## config.mk

```make
export PLATFORM = sky130hd
export DESIGN_NAME = timer_expiry_queue
export DESIGN_NICKNAME = d
export VERILOG_FILES = /design/src/tep_pkg.sv /design/src/timer_expiry_queue.sv
export SDC_FILE = /design/constraint.sdc
export NUM_CORES = 2
export LEC_CHECK = 0
export BUFFER_PORTS_ARGS = -buffer_cell sky130_fd_sc_hd__buf_2
export CORE_MARGIN = 2
export CORE_UTILIZATION = 50
export CTS_CLUSTER_DIAMETER = 150
export DETAILED_ROUTE_END_ITERATION = 8
export HOLD_SLACK_MARGIN = 0.06
export PLACE_DENSITY = 0.69
export RECOVER_POWER = 25
export SLEW_MARGIN = 30
export SYNTH_ARGS = -nofsm -noshare
export SYNTH_HDL_FRONTEND = slang
export SYNTH_SLANG_ARGS = --single-unit
```

## constraint.sdc

```tcl
create_clock -name clk_i -period 8.2 [get_ports clk_i]
set_clock_uncertainty 0.2 [all_clocks]
set_input_delay 0.41 -clock clk_i [delete_from_list [all_inputs] [get_ports clk_i]]
set_output_delay 0.41 -clock clk_i [all_outputs]
set_load 0.03 [all_outputs]
```

## src/tep_pkg.sv

```systemverilog
// ----------------------------------------------------------------------------
// tep_pkg
// Shared types, widths and codes for the timer expiry queue.
// ----------------------------------------------------------------------------
package tep_pkg;

  localparam int unsigned TIMER_SLOTS_DEF = 32;
  localparam int unsigned TIME_W          = 63;
  localparam int unsigned IV_W            = 32;
  localparam int unsigned TAG_W           = 16;
  localparam int unsigned KIND_W          = 2;

  localparam logic [TIME_W-1:0] MIN_DELAY_US = TIME_W'(100);

  // request opcodes
  localparam logic OP_ADD    = 1'b0;
  localparam logic OP_EXPIRE = 1'b1;

  // result kinds
  localparam logic [KIND_W-1:0] KIND_ADD_OK  = 2'd0;
  localparam logic [KIND_W-1:0] KIND_ADD_REJ = 2'd1;
  localparam logic [KIND_W-1:0] KIND_FIRED   = 2'd2;
  localparam logic [KIND_W-1:0] KIND_NONE    = 2'd3;

  // one table entry as stored in the slot memory
  typedef struct packed {
    logic [TIME_W-1:0] expiry;
    logic [IV_W-1:0]   interval;
    logic [TAG_W-1:0]  tag;
  } entry_t;

  // delay until expiry, clamped to the minimum
  function automatic logic [TIME_W-1:0] delay_calc(input logic [TIME_W-1:0] expiry,
                                                   input logic [TIME_W-1:0] now);
    logic [TIME_W:0] diff;
    diff = {1'b0, expiry} - {1'b0, now};
    if ((expiry > now) && (diff[TIME_W-1:0] >= MIN_DELAY_US)) begin
      return diff[TIME_W-1:0];
    end
    return MIN_DELAY_US;
  endfunction

endpackage

```

## src/timer_expiry_queue.sv

```systemverilog
// ----------------------------------------------------------------------------
// timer_expiry_queue
// Table of pending timers in a slot memory; adds timers and fires due ones
// in expiry order, re-arming periodic timers.
// ----------------------------------------------------------------------------
//  channel | direction | handshake               | payload
//  in      | input     | in_valid_i / in_stall_o | opcode, now, expiry, interval, tag
//  out     | output    | out_valid_o/out_stall_i | kind, fired_tag, rearm, delay, last
//
//  One request at a time; every table pass reads one slot per cycle from the
//  slot memory. Add: one pass for the current minimum; a full table
//  answers without a pass. Expire with k due timers: one pass to mark the due
//  set, one select pass per fired timer (one even when none is due), one for
//  the next deadline, plus a fire step per fired timer and an emit step per
//  result.
//  Reset clears the valid bits at once; slot memory contents are not cleared.
//  A stalled result holds the sequencer in its emit step only.
// ----------------------------------------------------------------------------
module timer_expiry_queue #(
  parameter int unsigned TIMER_SLOTS = tep_pkg::TIMER_SLOTS_DEF
) (
  input  logic                        clk_i,
  input  logic                        rst_ni,
  input  logic                        in_valid_i,
  output logic                        in_stall_o,
  input  logic                        opcode_i,
  input  logic [tep_pkg::TIME_W-1:0]  now_us_i,
  input  logic [tep_pkg::TIME_W-1:0]  expire_time_us_i,
  input  logic [tep_pkg::IV_W-1:0]    interval_us_i,
  input  logic [tep_pkg::TAG_W-1:0]   timer_tag_i,
  output logic                        out_valid_o,
  input  logic                        out_stall_i,
  output logic [tep_pkg::KIND_W-1:0]  kind_o,
  output logic [tep_pkg::TAG_W-1:0]   fired_tag_o,
  output logic                        rearm_o,
  output logic [tep_pkg::TIME_W-1:0]  arm_delay_us_o,
  output logic                        last_o
);
  import tep_pkg::*;

  localparam int unsigned IW = (TIMER_SLOTS > 1) ? $clog2(TIMER_SLOTS) : 1;
  localparam int unsigned CW = $clog2(TIMER_SLOTS + 1);
  localparam logic [CW-1:0] CNT_END = CW'(TIMER_SLOTS);

  typedef enum logic [2:0] {
    S_IDLE, S_MARK, S_SEL, S_FIRE, S_FIN, S_ADD, S_EMIT
  } state_e;

  state_e state_q, state_d, nxt_q, nxt_d;

  // slot memory with a registered read port
  entry_t mem [TIMER_SLOTS];
  entry_t rd_q;
  logic   [IW-1:0] rd_addr;
  logic            mem_we;
  logic   [IW-1:0] mem_wa;
  entry_t          mem_wd;

  logic [TIMER_SLOTS-1:0] valid_q, valid_d, due_q, due_d;

  // scan engine
  logic [CW-1:0]     cnt_q, cnt_d;
  logic              pv_q, pv_d;
  logic [IW-1:0]     pidx_q, pidx_d;
  logic              bf_q, bf_d;
  logic [IW-1:0]     bidx_q, bidx_d;
  logic [TIME_W-1:0] bexp_q, bexp_d;
  logic [IV_W-1:0]   biv_q, biv_d;
  logic [TAG_W-1:0]  btag_q, btag_d;

  // captured request
  logic [TIME_W-1:0] now_q, now_d, exp_q, exp_d;
  logic [IV_W-1:0]   iv_q, iv_d;
  logic [TAG_W-1:0]  tag_q, tag_d;

  // staged result and output register
  logic [KIND_W-1:0] rkind_q, rkind_d;
  logic [TAG_W-1:0]  rtag_q, rtag_d;
  logic              rrearm_q, rrearm_d, rlast_q, rlast_d;
  logic [TIME_W-1:0] rdly_q, rdly_d;
  logic              ov_q, ov_d;
  logic [KIND_W-1:0] okind_q, okind_d;
  logic [TAG_W-1:0]  otag_q, otag_d;
  logic              orearm_q, orearm_d, olast_q, olast_d;
  logic [TIME_W-1:0] odly_q, odly_d;

  logic              scan_done, cand, any_free, rem, first;
  logic [IW-1:0]     free_idx;
  logic [TIME_W:0]   rearm_sum;
  logic [TIME_W-1:0] rearm_exp;

  assign in_stall_o     = (state_q != S_IDLE);
  assign out_valid_o    = ov_q;
  assign kind_o         = okind_q;
  assign fired_tag_o    = otag_q;
  assign rearm_o        = orearm_q;
  assign arm_delay_us_o = odly_q;
  assign last_o         = olast_q;

  // lowest free slot
  always_comb begin
    free_idx = '0;
    for (int i = TIMER_SLOTS - 1; i >= 0; i--) begin
      if (!valid_q[i]) free_idx = IW'(i);
    end
  end
  assign any_free = ~&valid_q;

  // saturating re-arm time
  assign rearm_sum = {1'b0, now_q} + {{(TIME_W + 1 - IV_W){1'b0}}, biv_q};
  assign rearm_exp = rearm_sum[TIME_W] ? {TIME_W{1'b1}} : rearm_sum[TIME_W-1:0];

  // due timers left after the current one
  always_comb begin
    rem = 1'b0;
    for (int i = 0; i < TIMER_SLOTS; i++) begin
      if (due_q[i] && (IW'(i) != bidx_q)) rem = 1'b1;
    end
  end

  assign scan_done = (cnt_q == CNT_END) && !pv_q;
  assign rd_addr   = cnt_q[IW-1:0];
  assign first     = !bf_q || (exp_q < bexp_q);

  // sequencer
  always_comb begin
    state_d = state_q;   nxt_d = nxt_q;
    valid_d = valid_q;   due_d = due_q;
    cnt_d = cnt_q;       pv_d = pv_q;     pidx_d = pidx_q;
    bf_d = bf_q;         bidx_d = bidx_q; bexp_d = bexp_q;
    biv_d = biv_q;       btag_d = btag_q;
    now_d = now_q;       exp_d = exp_q;   iv_d = iv_q;  tag_d = tag_q;
    rkind_d = rkind_q;   rtag_d = rtag_q; rrearm_d = rrearm_q;
    rlast_d = rlast_q;   rdly_d = rdly_q;
    ov_d = ov_q;         okind_d = okind_q; otag_d = otag_q;
    orearm_d = orearm_q; olast_d = olast_q; odly_d = odly_q;
    mem_we = 1'b0;       mem_wa = bidx_q;
    mem_wd = '{expiry: rearm_exp, interval: biv_q, tag: btag_q};
    cand = 1'b0;

    if (ov_q && !out_stall_i) ov_d = 1'b0;

    // table pass: issue one read per cycle, process the returned data in the following cycle
    if (state_q == S_MARK || state_q == S_SEL || state_q == S_FIN || state_q == S_ADD) begin
      if (cnt_q < CNT_END) begin
        cnt_d  = cnt_q + 1'b1;
        pv_d   = 1'b1;
        pidx_d = cnt_q[IW-1:0];
      end else begin
        pv_d = 1'b0;
      end
      if (pv_q) begin
        unique case (state_q)
          S_MARK:  cand = 1'b0;
          S_SEL:   cand = due_q[pidx_q];
          default: cand = valid_q[pidx_q];
        endcase
        if (state_q == S_MARK) due_d[pidx_q] = valid_q[pidx_q] && (rd_q.expiry <= now_q);
        if (cand && (!bf_q || (rd_q.expiry < bexp_q))) begin
          bf_d   = 1'b1;
          bidx_d = pidx_q;
          bexp_d = rd_q.expiry;
          biv_d  = rd_q.interval;
          btag_d = rd_q.tag;
        end
      end
    end

    unique case (state_q)
      S_IDLE: begin
        if (in_valid_i) begin
          now_d = now_us_i;  exp_d = expire_time_us_i;
          iv_d  = interval_us_i;  tag_d = timer_tag_i;
          cnt_d = '0;  pv_d = 1'b0;  bf_d = 1'b0;
          if (opcode_i == OP_EXPIRE) begin
            state_d = S_MARK;
          end else if (!any_free) begin
            rkind_d = KIND_ADD_REJ;  rtag_d = '0;  rrearm_d = 1'b0;
            rdly_d = '0;  rlast_d = 1'b1;
            nxt_d = S_IDLE;  state_d = S_EMIT;
          end else begin
            state_d = S_ADD;
          end
        end
      end
      S_MARK: begin
        if (scan_done) begin
          cnt_d = '0;  pv_d = 1'b0;  bf_d = 1'b0;
          state_d = S_SEL;
        end
      end
      S_SEL: begin
        if (scan_done) begin
          if (bf_q) begin
            state_d = S_FIRE;
          end else begin
            rkind_d = KIND_NONE;  rtag_d = '0;
            cnt_d = '0;  pv_d = 1'b0;  bf_d = 1'b0;
            state_d = S_FIN;
          end
        end
      end
      S_FIRE: begin
        // write back the fired timer
        due_d[bidx_q] = 1'b0;
        if (biv_q != '0) mem_we = 1'b1;
        else valid_d[bidx_q] = 1'b0;
        rkind_d = KIND_FIRED;  rtag_d = btag_q;
        cnt_d = '0;  pv_d = 1'b0;  bf_d = 1'b0;
        if (rem) begin
          rrearm_d = 1'b0;  rdly_d = '0;  rlast_d = 1'b0;
          nxt_d = S_SEL;  state_d = S_EMIT;
        end else begin
          state_d = S_FIN;
        end
      end
      S_FIN: begin
        if (scan_done) begin
          rrearm_d = bf_q;
          rdly_d   = bf_q ? delay_calc(bexp_q, now_q) : '0;
          rlast_d  = 1'b1;
          nxt_d = S_IDLE;  state_d = S_EMIT;
        end
      end
      S_ADD: begin
        if (scan_done) begin
          mem_we = 1'b1;  mem_wa = free_idx;
          mem_wd = '{expiry: exp_q, interval: iv_q, tag: tag_q};
          valid_d[free_idx] = 1'b1;
          rkind_d = KIND_ADD_OK;  rtag_d = '0;
          rrearm_d = first;
          rdly_d = first ? delay_calc(exp_q, now_q) : '0;
          rlast_d = 1'b1;
          nxt_d = S_IDLE;  state_d = S_EMIT;
        end
      end
      S_EMIT: begin
        if (!ov_q || !out_stall_i) begin
          ov_d = 1'b1;  okind_d = rkind_q;  otag_d = rtag_q;
          orearm_d = rrearm_q;  odly_d = rdly_q;  olast_d = rlast_q;
          state_d = nxt_q;
        end
      end
      default: state_d = S_IDLE;
    endcase
  end

  // slot memory
  always_ff @(posedge clk_i) begin
    if (mem_we) mem[mem_wa] <= mem_wd;
    rd_q <= mem[rd_addr];
  end

  // state and registered outputs
  always_ff @(posedge clk_i or negedge rst_ni) begin
    if (!rst_ni) begin
      state_q <= S_IDLE;  nxt_q <= S_IDLE;
      valid_q <= '0;  due_q <= '0;
      cnt_q <= '0;  pv_q <= 1'b0;  pidx_q <= '0;
      bf_q <= 1'b0;  bidx_q <= '0;  bexp_q <= '0;  biv_q <= '0;  btag_q <= '0;
      now_q <= '0;  exp_q <= '0;  iv_q <= '0;  tag_q <= '0;
      rkind_q <= KIND_ADD_OK;  rtag_q <= '0;  rrearm_q <= 1'b0;
      rlast_q <= 1'b0;  rdly_q <= '0;
      ov_q <= 1'b0;  okind_q <= KIND_ADD_OK;  otag_q <= '0;
      orearm_q <= 1'b0;  olast_q <= 1'b0;  odly_q <= '0;
    end else begin
      state_q <= state_d;  nxt_q <= nxt_d;
      valid_q <= valid_d;  due_q <= due_d;
      cnt_q <= cnt_d;  pv_q <= pv_d;  pidx_q <= pidx_d;
      bf_q <= bf_d;  bidx_q <= bidx_d;  bexp_q <= bexp_d;  biv_q <= biv_d;  btag_q <= btag_d;
      now_q <= now_d;  exp_q <= exp_d;  iv_q <= iv_d;  tag_q <= tag_d;
      rkind_q <= rkind_d;  rtag_q <= rtag_d;  rrearm_q <= rrearm_d;
      rlast_q <= rlast_d;  rdly_q <= rdly_d;
      ov_q <= ov_d;  okind_q <= okind_d;  otag_q <= otag_d;
      orearm_q <= orearm_d;  olast_q <= olast_d;  odly_q <= odly_d;
    end
  end

endmodule

```

# Word level (Yosys, flattened, before mapping)
# Memory sizes are Yosys's and may differ from the RTL's. A register that Yosys moved wholly into a read port is not among the register bits.
# Index checks and enable logic that the tools add are counted.
[word_totals]
latch_bits = 0
rom_bits = 0
memories = 1
input_bits = 179
word_cells = 351
reg_bits = 540
output_inout_bits = 85
mem_bits_rw = 3552
[classes]
multipliers = 0
n_mux = 181
reduce_logical = 70
n_eq_ne = 50
order_cmp = 14
bitwise = 4
shifts = 0
addsub = 4
div_mod_pow = 0
[mem_list]
columns = ["name", "depth", "width", "rd", "rd_ports_with_merged_regs", "write_ports", "line", "source"]
rows = [
  ["mem", 32, 111, 1, 1, 1, "timer_expiry_queue.sv:52", "entry_t mem [TIMER_SLOTS];"],
]
[op_table]
columns = ["op", "count"]
rows = [
  ["2-to-1 mux 63 bit", 13],
  ["one-hot mux 63 bit (4 select lines)", 1],
  ["2-to-1 mux 111 bit", 2],
  ["2-to-1 mux 32 bit", 6],
  ["2-to-1 mux 5 bit", 34],
  [">= comparator 63 x 7 -> 1 bit, second input constant", 2],
  ["greater-than comparator 63 bit", 2],
  ["less-than comparator 63 bit", 2],
  ["subtractor 63 bit", 2],
  ["2-to-1 mux 16 bit", 6],
  ["inequality test 5 bit, first input constant", 16],
  ["2-to-1 mux 1 bit", 75],
  ["adder 63 x 32 -> 64 bit", 1],
  ["AND 32 bit", 2],
  ["one-hot mux 16 bit (4 select lines)", 1],
  ["one-hot mux 32 bit (2 select lines)", 1],
  ["<= comparator 63 bit", 1],
  ["logical AND 1 bit", 41],
  ["inequality test 4 x 5 -> 1 bit, first input constant", 8],
  ["2-to-1 mux 3 bit", 12],
  ["2-to-1 mux 6 bit", 6],
  ["bitwise mux 32 bit", 1],
  ["NOT 32 bit", 1],
  ["OR 32 bit", 1],
  ["38 further kinds", 86],
]

# Depth between registers and ports, before layout
[logic_depth]
word_depth = 39
mapped_depth = 19
ltp_nobuf = 17

# Least setup slack after synthesis
# Ideal clock, no wire load.
[synth_path]
path_kind = "register -> register"
startpoint = "register cnt_q[0]"
endpoint = "memory mem[0][0] (netlist bit), enable pin"
n_path_buf = 4
t_arrival_ps = 7715
path_stages_with_launch = 14
t_required_ps = 7417
setup_time_ps = 583
synth_period_minus_slack_ps = 8497
slack_ps = -297
cell_sequence = "dfrtp_1 -> clkbuf_1 -> buf_1 -> buf_1 -> inv_1 -> ha_1 -> nor3b_1 -> and2_1 -> nand2_1 -> clkbuf_1 -> nand2_1 -> a21boi_0 -> nand2_1 -> nor2_1"
[synth_between]
elab_chain_len = 6
[synth_lines]
columns = ["item", "line", "source"]
rows = [
  ["start: declaration", "timer_expiry_queue.sv:62", "logic [CW-1:0] cnt_q, cnt_d;"],
  ["start signal: assignment", "timer_expiry_queue.sv:269", "cnt_q <= cnt_d; pv_q <= pv_d; pidx_q <= pidx_d;"],
  ["equality test 6 bit (*)", "timer_expiry_queue.sv:121", "assign scan_done = (cnt_q == CNT_END) && !pv_q;"],
  ["logical AND 1 bit (*)", "timer_expiry_queue.sv:121", ""],
  ["2-to-1 mux 1 bit", "timer_expiry_queue.sv:226", "if (scan_done) begin"],
  ["one-hot mux 1 bit (2 select lines)", "timer_expiry_queue.sv:169", "unique case (state_q)"],
  ["2-to-1 mux 1 bit", "timer_expiry_queue.sv:250", "if (mem_we) mem[mem_wa] <= mem_wd;"],
  ["2-to-1 mux 1 bit (not written as such)", "timer_expiry_queue.sv:250", ""],
  ["end: declaration", "timer_expiry_queue.sv:52", ""],
]
# Every way passes the cells marked *; elsewhere a longest branch is shown, timed or not.

# Worst setup path after layout
[layout_path]
startpoint = "register state_q[1]"
endpoint = "register now_q[9]"
[layout_between]
elab_chain_len = 2
[layout_lines]
columns = ["item", "line", "source"]
rows = [
  ["start: declaration", "timer_expiry_queue.sv:49", "state_e state_q, state_d, nxt_q, nxt_d;"],
  ["start signal: assignment", "timer_expiry_queue.sv:267", "state_q <= state_d; nxt_q <= nxt_d;"],
  ["logical NOT 3 bit", "timer_expiry_queue.sv:169", ""],
  ["AND reduction 2 bit (no source line)", "-", ""],
  ["end signal: assignment", "timer_expiry_queue.sv:271", "now_q <= now_d; exp_q <= exp_d; iv_q <= iv_d; tag_q <= tag_d;"],
  ["end: declaration", "timer_expiry_queue.sv:72", "logic [TIME_W-1:0] now_q, now_d, exp_q, exp_d;"],
]
# No other way between the ends.
# A chain may end at the register's enable or synchronous reset.

==> out/metrics.yaml <==
outcome:
  outcome: "complete, but fails checks"
  failed_checks: "max-capacitance violations, max-slew violations"
clocking:
  clock_sinks: 4201
  cts-root-buf: "clkbuf_16"
  numCtsBuffers: 413
  hold_buffers: 291
  clockBufferDepth: 4
  cts_resized: 0
  cts_htree_levels: 5
  cts_setup_buffers: 0
  cts.clk_slew.worst_paths_ps: 70
  insertion_delay_ps: 1000
  tritoncts: "done"
yosys:
  synth-edff-count: 3552
  synth_warnings: 0
  netlist_area_um2: 175000
  ys_ff_latch: 4201
  synth_ff_type: "edfxtp_1"
  netlist_instances: 9559
  yosysSeqAreaShare_pct: 69.7
  synthesis.nets: 10100
  synth.distinct_cells: 102
  avgSynthCellArea_um2: 18.4
  synth-async-reset-ratio_pct: 12.8
place:
  hpwl_mm: 327
  placed_cell_area_um2: 184000
  place.gp.congestion: 1.01
  port_buffers: 263
  dp_slack_ps: 1550
timing:
  finalCriticalPeriod_ps: 7520
  slew_headroom_pct: -199
  maxClockFrequency_mhz: 133
  drv_slew: 945
  worst_pin_slew_ps: 4480
  setup_violations: 0
  whs_ps: 106
  rsz0062_at_grt: "false"
  finalWorstSetupSlack_ps: 681
  hold_violations: 0
  min_period_over_period_pct: 91.7
global_routing:
  antenna_found_initial: 21
  grtUsageMet2_pct: 45.4
  grt_pass1_wl_mm: 750
  grt_max_degree: 161
  grt-busiest-layer: "met2"
  use_met3_pct: 5.64
  overflow: 0
  gr-usage-all-layers_pct: 29.9
  grt_use_met1_pct: 43.0
  grt_pass1_vias: 98700
die:
  die_h_um: 596
  start_util_pct: 50.2
  core_area_um2: 349000
  dieArea_um2: 356000
  rows: 217
  die_w_um: 596
  ioPinCount: 264
setup_path:
  crit_path_end_kind: "flip-flop"
  required_ps: 8860
  startpoint: "state_q[1]$_DFFE_PN0P_"
  worstPathArrival_ps: 8180
  cp_max_fo: 57
  r2r-start: "state_q[1]$_DFFE_PN0P_"
  critPathKind: "flip-flop to flip-flop"
  worst_setup_path_start_kind: "flip-flop"
drt:
  drtPass1Iterations: 8
  wl_per_cell_um: 34.9
  via_count: 100000
  wl_mm: 534
  remaining_drc_errors: 0
  drtAntennaViolNets: 0
  drt_iter0_markers: 14000
  vias_per_cell: 6.55
run:
  cap_violations: 18
min_path:
  hp-start: "expire_time_us_i[51]"
  hold_path.class: "input pin to flip-flop"
layout:
  areaGrowthSynthToFinish_pct: 14.5
  utilization_pct: 57.5
  drive_gt1_share_pct: 25.3
  stdcell_area_um2: 201000
  layout.nets: 10900
pwr:
  power_mw: 84.8
  irDropWorstVdd_uv: 300
  p_per_area_nw_per_um2: 422
  leakagePower_nw: 67.6
-- cells in the mapped netlist (36+ instances only) --
cell,n,share of area (%)
mux2i_1,38,0.22
nor2_1,322,0.69
buf_1,87,0.19
xor2_1,56,0.28
nor4_1,39,0.14
o21ai_0,313,0.89
dfxtp_1,111,1.3
nand4_1,120,0.43
and2_1,36,0.13
mux4_2,1126,14
mux2_2,420,2.7
nand2_1,526,1.1
xnor2_1,96,0.48
clkbuf_1,349,0.75
a31oi_1,51,0.18
nor3_1,54,0.15
inv_1,190,0.41
a22oi_1,50,0.21
nand3_1,92,0.26
ha_1,347,2.5
dfrtp_1,538,7.7
a21o_1,120,0.51
edfxtp_1,3552,61
a21oi_1,331,0.94
o21ai_1,38,0.11
nor2b_1,39,0.14
-- kinds of logic (layout without fill, tap and decap cells) --
group	count (synthesis)	in the layout	share of synthesized area, %
DFF	4201	4201	69.7
muxes	1593	1593	17.4
and+or+nand+nor	1383	1383	3.69
AOI/OAI and AO/OA	1236	1236	4.46
buffers and inverters	644	1777	1.40
adders and majority gates	350	350	2.51
xor gates and xnor gates	152	152	0.759
other	0	12	0
-- worst paths after layout --
kind                                                  end  slack, ps  cells after the start
max                                  now_q[9]$_DFFE_PN0P_        680                      7
min                                 exp_q[51]$_DFFE_PN0P_        110                      3
max reg2reg                          now_q[9]$_DFFE_PN0P_        680                      7
min reg2reg                         btag_q[0]$_DFFE_PN0P_        260                      1
max in group asynchronous  arm_delay_us_o[22]$_DFFE_PN0P_       1830                      5
min in group asynchronous         valid_q[25]$_DFFE_PN0P_       1910                      4
-- worst max-delay path, cell delays in order (launching register included) --
cell and delay, ps:
dfrtp_1 570, clkinv_1 260, nand2_1 130, nor3_1 240, clkbuf_1 2050, clkbuf_1 2540, nand2_1 940, o21ai_0 260
-- metrics by stage --
stage               std cells  setup TNS [ps]
floorplan                9559         -811440
global placement        14200               0
detailed placement      14200               0
CTS                     15300               0
global route            15300               0
finish                  15300               0
-- routing by layer --
metal | wire [um] | part of all wire [%]
met4 | 25700 | 4.8
met1 | 212000 | 40
met2 | 242000 | 45
met3 | 54100 | 10
met5 | 61 | 0.011
-- sequential cells by signal, summed over array words and instances, names as in the netlist, 32 cells and up --
name / flops
arm_delay_us_o: 63
bexp_q: 63
biv_q: 32
due_q: 32
exp_q: 63
iv_q: 32
mem: 3552
now_q: 63
rd_q: 111
rdly_q: 63
valid_q: 32
-- power by group --
part / internal, mW / leakage [nW] / switching, mW
Combinational: 12.5 / 21.4 / 21.3
Clock: 10.8 / 6.65 / 8.22
Sequential: 29.5 / 39.6 / 2.53
-- final cells by class --
type	count	area (um2)
antenna	12	30.0
clock buffer	562	11400
clock inverter	218	2260
fill	25600	148000
inverter	192	721
multi-input combinational	4714	51400
sequential	4201	122000
tap	4599	5750
timing repair buffer	805	6970
-- placed cells by master, fill, tap and decap left out, types with 177 or more instances in the layout --
cell | netlist | final
buf_2 | 10 | 177
clkbuf_16 | 0 | 417
mux2_2 | 420 | 402
o21ai_0 | 313 | 305
edfxtp_1 | 3552 | 3552
nor2_1 | 322 | 288
nand2_1 | 526 | 516
clkbuf_1 | 349 | 211
mux4_2 | 1126 | 1126
dfrtp_1 | 538 | 533
dlygate4sd3_1 | 0 | 290
inv_1 | 190 | 190
a21oi_1 | 331 | 314
ha_1 | 347 | 347
Power figures use the tool's default switching activity.
